**src/rtl/core/fmbq_pkg.sv**
```systemverilog
// fmbq_pkg: types and constants for the front/middle/back queue
// used by fmbq_cell and front_middle_back_queue; no dependencies
`timescale 1ns / 1ps

package fmbq_pkg;

	localparam int DEPTH = 16;
	localparam int IDX_W = $clog2(DEPTH);
	localparam int CNT_W = $clog2(DEPTH + 1);
	localparam int VAL_W = 32;

	typedef enum logic [2:0] {
		REQ_PUSH_FRONT  = 3'd0,
		REQ_PUSH_MIDDLE = 3'd1,
		REQ_PUSH_BACK   = 3'd2,
		REQ_POP_FRONT   = 3'd3,
		REQ_POP_MIDDLE  = 3'd4,
		REQ_POP_BACK    = 3'd5
	} req_code_t;

	typedef enum logic [1:0] {
		ST_DONE  = 2'd0,
		ST_EMPTY = 2'd1,
		ST_FULL  = 2'd2
	} status_code_t;

	localparam logic signed [VAL_W-1:0] NO_VALUE = '1;

	typedef struct packed {
		logic [2:0]              req_type;
		logic signed [VAL_W-1:0] push_value;
	} req_t;

	typedef struct packed {
		logic [1:0]              status;
		logic signed [VAL_W-1:0] pop_value;
	} rsp_t;

	typedef struct packed {
		logic                    ins;
		logic                    rem;
		logic [IDX_W-1:0]        pos;
		logic signed [VAL_W-1:0] value;
	} cell_op_t;

endpackage

```
**src/rtl/core/front_middle_back_queue.sv**
```systemverilog
// front_middle_back_queue: top level of the bounded front/middle/back queue
// instantiates a row of fmbq_cell; depends on fmbq_pkg
`timescale 1ns / 1ps

// A request is taken and its result is registered for the next cycle:
// one transfer per clock while the result side keeps up. The queue is a row of
// DEPTH cells; every cell compares its own index against the insert or remove
// position and in the same cycle shifts from a neighbour or loads the pushed
// value, so the cost of a request does not depend on where it lands. A middle
// push inserts at floor(count/2), a middle pop removes floor((count-1)/2).
// Popping an empty queue returns status 1 and -1; pushing a full queue is
// dropped with status 2 and -1. No clearing pass is needed after reset.

module front_middle_back_queue (
	input  logic            clk,
	input  logic            arst_n,
	input  logic            req_valid,
	output logic            req_stall,
	input  fmbq_pkg::req_t  req,
	output logic            rsp_valid,
	input  logic            rsp_stall,
	output fmbq_pkg::rsp_t  rsp
);

	logic [fmbq_pkg::CNT_W-1:0]        count_q;
	logic [fmbq_pkg::CNT_W-1:0]        count_d;
	logic                              rsp_valid_q;
	fmbq_pkg::rsp_t                    rsp_q;
	fmbq_pkg::rsp_t                    rsp_d;
	fmbq_pkg::cell_op_t                op;
	logic [fmbq_pkg::CNT_W-1:0]        pos_wide;
	logic                              take;
	logic                              is_full;
	logic                              is_empty;
	logic signed [fmbq_pkg::VAL_W-1:0] cell_val [fmbq_pkg::DEPTH];
	logic signed [fmbq_pkg::VAL_W-1:0] cell_hit [fmbq_pkg::DEPTH];
	logic signed [fmbq_pkg::VAL_W-1:0] read_val;

	assign req_stall = rsp_valid_q && rsp_stall;
	assign take      = req_valid && !req_stall;
	assign is_full   = (count_q == fmbq_pkg::CNT_W'(fmbq_pkg::DEPTH));
	assign is_empty  = (count_q == '0);
	assign rsp_valid = rsp_valid_q;
	assign rsp       = rsp_q;

	always_comb begin
		read_val = '0;
		for (int i = 0; i < fmbq_pkg::DEPTH; i++) begin
			read_val = read_val | cell_hit[i];
		end
	end

	always_comb begin
		op.ins           = 1'b0;
		op.rem           = 1'b0;
		op.value         = req.push_value;
		pos_wide         = '0;
		count_d          = count_q;
		rsp_d.status     = fmbq_pkg::ST_DONE;
		rsp_d.pop_value  = fmbq_pkg::NO_VALUE;
		unique case (req.req_type) inside
			fmbq_pkg::REQ_PUSH_FRONT, fmbq_pkg::REQ_PUSH_MIDDLE,
			fmbq_pkg::REQ_PUSH_BACK: begin
				if (is_full) begin
					rsp_d.status = fmbq_pkg::ST_FULL;
				end else begin
					op.ins  = take;
					count_d = count_q + 1'b1;
					if (req.req_type == fmbq_pkg::REQ_PUSH_MIDDLE) begin
						pos_wide = count_q >> 1;
					end else if (req.req_type == fmbq_pkg::REQ_PUSH_BACK) begin
						pos_wide = count_q;
					end
				end
			end
			fmbq_pkg::REQ_POP_FRONT, fmbq_pkg::REQ_POP_MIDDLE,
			fmbq_pkg::REQ_POP_BACK: begin
				if (is_empty) begin
					rsp_d.status = fmbq_pkg::ST_EMPTY;
				end else begin
					op.rem  = take;
					count_d = count_q - 1'b1;
					if (req.req_type == fmbq_pkg::REQ_POP_MIDDLE) begin
						pos_wide = (count_q - 1'b1) >> 1;
					end else if (req.req_type == fmbq_pkg::REQ_POP_BACK) begin
						pos_wide = count_q - 1'b1;
					end
				end
			end
			default: begin
				count_d = count_q;
			end
		endcase
		op.pos = pos_wide[fmbq_pkg::IDX_W-1:0];
		if (op.rem || (!op.ins && count_d != count_q)) begin
			rsp_d.pop_value = read_val;
		end
	end

	generate
		for (genvar i = 0; i < fmbq_pkg::DEPTH; i++) begin : g_cell
			logic signed [fmbq_pkg::VAL_W-1:0] left_v;
			logic signed [fmbq_pkg::VAL_W-1:0] right_v;
			if (i == 0) begin : g_first
				assign left_v = req.push_value;
			end else begin : g_mid_l
				assign left_v = cell_val[i-1];
			end
			if (i == fmbq_pkg::DEPTH - 1) begin : g_last
				assign right_v = cell_val[i];
			end else begin : g_mid_r
				assign right_v = cell_val[i+1];
			end
			fmbq_cell u_cell (
				.clk   (clk),
				.idx   (fmbq_pkg::IDX_W'(i)),
				.op    (op),
				.left  (left_v),
				.right (right_v),
				.value (cell_val[i]),
				.hit   (cell_hit[i])
			);
		end
	endgenerate

	always_ff @(posedge clk or negedge arst_n) begin
		if (!arst_n) begin
			count_q     <= '0;
			rsp_valid_q <= 1'b0;
		end else begin
			if (take) begin
				count_q     <= count_d;
				rsp_valid_q <= 1'b1;
			end else if (!rsp_stall) begin
				rsp_valid_q <= 1'b0;
			end
		end
	end

	always_ff @(posedge clk) begin
		if (take) begin
			rsp_q <= rsp_d;
		end
	end

endmodule

```
**src/rtl/core/fmbq_cell.sv**
```systemverilog
// fmbq_cell: one storage cell of the queue chain
// shifts from either neighbour or loads a new value; depends on fmbq_pkg
`timescale 1ns / 1ps

module fmbq_cell (
	input  logic                                    clk,
	input  logic [fmbq_pkg::IDX_W-1:0]              idx,
	input  fmbq_pkg::cell_op_t                      op,
	input  logic signed [fmbq_pkg::VAL_W-1:0]       left,
	input  logic signed [fmbq_pkg::VAL_W-1:0]       right,
	output logic signed [fmbq_pkg::VAL_W-1:0]       value,
	output logic signed [fmbq_pkg::VAL_W-1:0]       hit
);

	logic signed [fmbq_pkg::VAL_W-1:0] value_q;
	logic                              at_pos;
	logic                              past_pos;

	assign at_pos   = (idx == op.pos);
	assign past_pos = (idx > op.pos);
	assign value    = value_q;
	assign hit      = at_pos ? value_q : '0;

	always_ff @(posedge clk) begin
		if (op.ins) begin
			if (past_pos) begin
				value_q <= left;
			end else if (at_pos) begin
				value_q <= op.value;
			end
		end else if (op.rem) begin
			if (past_pos || at_pos) begin
				value_q <= right;
			end
		end
	end

endmodule

```
**config.mk**
```make
export PLATFORM = sky130hd
export DESIGN_NAME = front_middle_back_queue
export DESIGN_NICKNAME = d
export VERILOG_FILES = /design/src/rtl/core/fmbq_pkg.sv /design/src/rtl/core/front_middle_back_queue.sv /design/src/rtl/core/fmbq_cell.sv
export SDC_FILE = /design/constraint.sdc
export NUM_CORES = 1
export LEC_CHECK = 0
export BUFFER_PORTS_ARGS = -buffer_cell sky130_fd_sc_hd__buf_2
export CORE_MARGIN = 2
export CORE_UTILIZATION = 64
export CTS_CLUSTER_DIAMETER = 200
export DETAILED_ROUTE_END_ITERATION = 7
export GPL_TIMING_DRIVEN = 0
export PLACE_DENSITY_LB_ADDON = 0.25
export SKIP_CTS_REPAIR_TIMING = 1
export SLEW_MARGIN = 20
export SYNTH_ARGS = -nofsm -noshare
export SYNTH_HDL_FRONTEND = slang
export SYNTH_HIERARCHICAL = 1
export SYNTH_SLANG_ARGS = --single-unit
```
**constraint.sdc**
```tcl
create_clock -name clk -period 5.87 [get_ports clk]
set_input_delay 0.8805 -clock clk [delete_from_list [all_inputs] [get_ports clk]]
set_output_delay 0.8805 -clock clk [all_outputs]
set_load 0.01 [all_outputs]
```
==> results.toml, run 1 <==
[outcome]
status = "completed"

[final_layout]
fin_util = 0.725
final_area_sq_um = 38900
fin_nets = 3280
drive_above_1_share = 0.152
syn2layout_area_growth_pct = 12.1

[floorplanning]
core_region_area_sq_um = 53700
die_x_um = 237
row_count = 85
initial_core_util = 0.647
io_pins = 75
fp.dieH_um = 237
dieArea_sq_um = 56200

[critical_path]
crit_chain = "clkbuf_1, inv_1, ha_1, nor3b_4, a21oi_1, a22o_1, ha_1, nand2_1, nor2_4, clkbuf_1, and2_1, nor4_1, nand4_1, nor2_1, o21ai_2"
reg2reg_depth = 15
crit_path_top_delay_cell = "a22o_1"
worstPathRequired_ns = 6.26
crit_type = "register to register"
reg2reg_slack_ns = 0.29
slowest_delay_ns = 0.91
cp-start-kind = "register"
reg2reg_from = "count_q[1]"
cp_max_fo = 16
end_kind = "register"
critPathLaunch = "count_q[1]"
setup.worst_path.end = "rsp[21]"
arrival_ns = 5.97
worst_r2r_endpoint = "rsp[21]"

[timing]
slew_violations = 0
worst_pin_slew_ns = 1.11
setup_viol = 0
hold_violations = 0
fin_crit_sh = 0.950
fmax_mhz = 179
grt_setup_unrepaired = "no"
final.setup_skew_ns = 0.0211
min_period_ns = 5.58
slew_headroom = 0.258

[pwr]
p_seq_frac = 0.383
power.clock.fraction = 0.241
p_total_uw = 15100
irDropWorstVdd_mv = 0.276
power.density_nw_per_um2 = 387
switching_share = 0.368
p_leak_uw = 0.0141
internal_power_uw = 9520
switchingPower_uw = 5540
share_comb_of_total_power = 0.375

[synth]
synthDistinctLibCells = 59
synth_flop_cell = "edfxtp_1"
synth-seq-area-share = 0.476
ys_async_sr_fraction = 0.0109
avgSynthCellArea_sq_um = 11.8
ys_ff_latch = 552
netlist_area_sq_um = 34700
postSynthCellCount = 2953
synth_edf_count = 546
yosysWarnings = 6

[clock_network]
path_clk_slew_ns = 0.07
ctsHtreeMaxLevel = 2
clock-root-buffer = "clkbuf_16"
tritoncts = "done"
cts_buffers = 59
cts.sinks = 552
clockBufferDepth = 3
insertion_delay_ns = 0.65

[route]
wl_um = 112000
vias = 28000
dr.first_iter.drc_count = 3940
drc = 0
avgViaCountPerCell = 7.13
routedWlPerCell_um = 28.6
drt_first_pass_iters = 6
drt.antenna.violating_nets = 0

[place]
dpl-instance-area_sq_um = 37100
port_buffers = 74
routabilityCongestion = 0.939
place.detailed.hpwl_um = 83000

[flow_run]
maxCapViolCount = 0

[global_route]
grt_pass1_wl_um = 169000
grt_use_total = 0.396
grt_pass1_vias = 27700
grt_overflow_total = 0
grt_max_degree = 89
antenna_found_initial = 5

[hold_path]
worstHoldPathType = "input port to asynchronous set/reset pin"
==> cell families (layout without fill, tap and decap cells) <==
group | Yosys count | in the layout | synth area share
mux | 2 | 2 | 0.000936
fa+ha+maj | 66 | 66 | 0.0238
xor+xnor | 3 | 3 | 0.000757
other cells | 2 | 66 | 0.000216
simple gates | 1349 | 1349 | 0.241
compound gates | 683 | 683 | 0.203
buf+inv | 296 | 505 | 0.0540
flops | 552 | 552 | 0.476
==> worst min path at each step <==
stage | startpoint | to | slack, ns
2_1_floorplan | g_cell[0].u_cell/value[10] | g_cell[1].u_cell/value[10] | 0.54
3_3_place_gp | g_cell[0].u_cell/value[24] | g_cell[1].u_cell/value[24] | 0.55
3_5_place_dp | g_cell[0].u_cell/value[23] | g_cell[1].u_cell/value[23] | 0.56
4_1_cts | arst_n | rsp_valid | 0.04
5_1_grt | arst_n | rsp_valid | 0.06
6_report | arst_n | rsp_valid | 0.05
==> cell type report <==
class / count / area [sq um]
repair buffers: 99 / 1020
diodes: 2 / 5.00
clock buffers: 75 / 1560
flip-flops and latches: 552 / 16500
fillers: 3665 / 14800
well taps: 696 / 871
inverters: 88 / 330
plain buffers: 208 / 1550
clock inverters: 35 / 255
multi-input cells: 2167 / 16800
==> Yosys cell counts, drive strengths merged (2+ instances only) <==
library cell | count | share of area
dfrtp | 6 | 0.0043
edfxtp | 546 | 0.47
o21bai | 16 | 0.0086
and2 | 514 | 0.093
nor4 | 128 | 0.023
nor3 | 3 | 0.00043
xnor2 | 2 | 0.00050
and3b | 2 | 0.00050
a21oi | 25 | 0.0054
nor2 | 69 | 0.011
nor2b | 515 | 0.093
or2 | 2 | 0.00036
o21ai | 54 | 0.011
a22o | 5 | 0.0013
and2b | 16 | 0.0040
o221a | 16 | 0.0092
conb | 2 | 0.00022
nand4 | 50 | 0.0090
buf | 109 | 0.034
ha | 66 | 0.024
inv | 88 | 0.0095
a211oi | 18 | 0.0098
clkbuf | 99 | 0.011
nand2 | 44 | 0.0059
o211ai | 5 | 0.0011
nand3 | 2 | 0.00029
a31oi | 18 | 0.0032
o22ai | 3 | 0.00072
a221o | 513 | 0.15
==> registers in the layout (all words and copies together) (netlist names) <==
register             count
g_cell.u_cell/value    512
count_q                  5
rsp_valid                1
rsp                     34
==> cell usage in the layout, fill, tap and decap left out, types with 5 or more instances in the layout <==
cell type / count
a211oi_4: 16
a21oi_1: 8
a21oi_2: 17
a221o_1: 481
a221o_2: 32
a22o_1: 5
a31oi_4: 16
and2_1: 514
and2b_2: 16
buf_16: 22
buf_2: 80
buf_6: 101
clkbuf_1: 114
clkbuf_16: 60
clkinv_1: 17
clkinv_2: 5
conb_1: 64
dfrtp_1: 6
edfxtp_1: 546
ha_1: 66
inv_1: 87
nand2_1: 28
nand2_2: 16
nand4_1: 50
nor2_1: 53
nor2_4: 16
nor2b_1: 514
nor4_1: 128
o211ai_1: 5
o21ai_0: 6
o21ai_1: 16
o21ai_2: 31
o21bai_4: 16
o221a_4: 16
==> routing by layer <==
metal	GRT usage	wire, um	vias up
met5	0	13	-
met4	0.178	5400	2
met3	0.0891	14700	342
met2	0.606	49500	2124
met1	0.542	42400	13700
li1	-	-	11900
==> power groups by stage <==
| stage | combinational (uW) | clock [uW] | sequential [uW] |
|---|---|---|---|
| after floorplan | 3630 | 0 | 5680 |
| after global placement | 4990 | 0 | 5880 |
| after detailed placement | 5460 | 0 | 5820 |
| after CTS | 5500 | 3640 | 5750 |
| after global routing | 5970 | 3780 | 5820 |
| final | 5650 | 3630 | 5770 |
==> stage by stage <==
stage	setup TNS, ns	setup WS [ns]	instances	hold slack (ns)
final	0	0.292	3922	0.0511
after global routing	0	0.109	3922	0.0607
after CTS	0	0.493	3920	0.0393
after detailed placement	0	0.463	3810	0.560
after global placement	-1222.66	-2.58	3785	0.546
after floorplan	0	0.459	3015	0.542
==> worst max-delay path: cells and delay by family (launching register included) <==
| family | cells | cell delay (ns) |
|---|---|---|
| compound gates | 3 | 1.34 |
| simple gates | 7 | 2.14 |
| fa+ha+maj | 2 | 0.71 |
| buf+inv | 3 | 0.75 |
| flops | 1 | 0.36 |
(Power assumes the default switching activity.)
==> run 2: changes to the inputs <==
--- a/config.mk
+++ b/config.mk
@@ -6,14 +6,14 @@
 export NUM_CORES = 1
 export LEC_CHECK = 0
 export BUFFER_PORTS_ARGS = -buffer_cell sky130_fd_sc_hd__buf_2
-export CORE_MARGIN = 2
+export CORE_MARGIN = 4
 export CORE_UTILIZATION = 64
 export CTS_CLUSTER_DIAMETER = 200
 export DETAILED_ROUTE_END_ITERATION = 7
 export GPL_TIMING_DRIVEN = 0
 export PLACE_DENSITY_LB_ADDON = 0.25
 export SKIP_CTS_REPAIR_TIMING = 1
-export SLEW_MARGIN = 20
+export SLEW_MARGIN = 40
 export SYNTH_ARGS = -nofsm -noshare
 export SYNTH_HDL_FRONTEND = slang
 export SYNTH_HIERARCHICAL = 1
==> constraint.sdc (replaced) <==
create_clock -name clk -period 5.87 [get_ports clk]
set_input_delay 0.2935 -clock clk [delete_from_list [all_inputs] [get_ports clk]]
set_output_delay 0.2935 -clock clk [all_outputs]
set_load 0.01 [all_outputs]
==> results.toml, run 2 (same netlist as run 1, synthesis figures left out) <==
[clock_network]
cts_buffers = 59
path_clk_slew_ns = 0.06
clockBufferDepth = 3
clock-root-buffer = "clkbuf_16"
tritoncts = "done"
ctsHtreeMaxLevel = 2
cts.sinks = 552
insertion_delay_ns = 0.65

[route]
avgViaCountPerCell = 7.15
wl_um = 116000
dr.first_iter.drc_count = 4120
vias = 28100
routedWlPerCell_um = 29.5
drt_first_pass_iters = 6
drt.antenna.violating_nets = 0
drc = 0

[timing]
worst_pin_slew_ns = 0.942
slew_headroom = 0.366
final.setup_skew_ns = 0.0258
hold_violations = 0
fin_hold_ws_ns = 0.00920
slew_violations = 0
fmax_mhz = 192
setup_viol = 0
fin_crit_sh = 0.888
min_period_ns = 5.21
grt_setup_unrepaired = "no"

[pwr]
power.density_nw_per_um2 = 393
irDropWorstVdd_mv = 0.269
p_leak_uw = 0.0142

[critical_path]
end_kind = "register"
reg2reg_slack_ns = 0.66
reg2reg_depth = 17
worst_r2r_endpoint = "rsp[30]"
reg2reg_from = "count_q[1]"
crit_type = "register to register"
crit_path_top_delay_cell = "nor4_1"
crit_buf_inv = 4
crit_chain = "clkbuf_1, inv_1, ha_1, or4b_4, and2_1, o211ai_1, nand2_2, inv_1, ha_1, nand2_1, nor2_4, clkbuf_1, and2_1, nor4_1, nand4_1, nor2_1, o21ai_2"
cp_max_fo = 16
worstPathRequired_ns = 6.24
slowest_delay_ns = 0.75
arrival_ns = 5.58
crit_family = "simple AND/OR/NAND/NOR gates"
cp-start-kind = "register"

[global_route]
grt_use_total = 0.391
grt_pass1_wl_um = 172000
antenna_found_initial = 5
grt_overflow_total = 0
grt_max_degree = 78
grt_pass1_vias = 27700

[floorplanning]
io_pins = 75
dieArea_sq_um = 58100
row_count = 85
core_region_area_sq_um = 53800
fp.dieH_um = 241
die_x_um = 241
initial_core_util = 0.646

[final_layout]
layout_common_cells = "546 x edfxtp_1, 514 x nor2b_1, 514 x and2_1"
fin_util = 0.728
largest_register_ff_count = 512
drive_above_1_share = 0.162
syn2layout_area_growth_pct = 12.8
fillerInstances = 3800
final_common_cell = "edfxtp_1"
fin_nets = 3292

[place]
place.detailed.hpwl_um = 84600
port_buffers = 74
routabilityCongestion = 0.957

[hold_path]
worstHoldPathType = "input port to asynchronous set/reset pin"

[flow_run]
maxCapViolCount = 0

[outcome]
status = "completed"
==> run 2: power by group <==
group | total, uW | switching, uW | internal, uW
Combinational | 5710 | 3480 | 2220
Sequential | 5780 | 456 | 5320
Clock | 3900 | 1650 | 2250
==> run 2: worst max-delay path by stage <==
stage	slack [ns]	from	endpoint	cells past startpoint
after global routing	0.52	count_q[1]	rsp[30]	17
final	0.66	count_q[1]	rsp[30]	17
after detailed placement	0.56	count_q[1]	rsp[26]	17
after CTS	0.51	count_q[1]	rsp[26]	17
after global placement	-2.95	count_q[1]	g_cell[1].u_cell/value[1]	9
after floorplan	0.55	count_q[1]	g_cell[10].u_cell/value[0]	9
==> run 2: layout make-up <==
cell class	count	area (sq um)	area share
multi-input cells	2167	16900	0.431
clock buffers	76	1660	0.0423
inverters	88	333	0.00850
diodes	3	7.51	0.000192
repair buffers	111	992	0.0253
clock inverters	32	334	0.00853
plain buffers	208	1550	0.0397
flip-flops and latches	552	16500	0.422
well taps	696	871	0.0222
==> run 2: per-layer routing <==
metal	up-vias	wire, um	track usage	part of all wire
met5	-	0	0	0
met4	0	5580	0.167	0.048
met2	2140	51400	0.600	0.44
met1	13800	44200	0.543	0.38
met3	328	14800	0.0872	0.13
li1	11900	-	-	-
==> run 2: through the flow <==
| stage | instances | TNS (ns) | total power (uW) | setup slack (ns) | instance area (sq um) |
|---|---|---|---|---|---|
| finish | 3933 | 0 | 15400 | 0.656 | 39200 |
| global route | 3933 | 0 | 15900 | 0.522 | 39200 |
| CTS | 3928 | 0 | 15200 | 0.514 | 39100 |
| detailed placement | 3820 | 0 | 11300 | 0.565 | 37100 |
| global placement | 3785 | -1360.57 | 10900 | -2.95 | 36200 |
| floorplan | 3015 | 0 | 9310 | 0.549 | 35000 |
==> run 2: worst register-to-register path, delay by kind of cell, from the launching register on <==
family                     cells  cell delay (ns)
DFF                            1             0.40
and+or+nand+nor                9             2.88
AOI/OAI and AO/OA              2             0.24
buffers and inverters          4             0.85
adders and majority gates      2             0.59
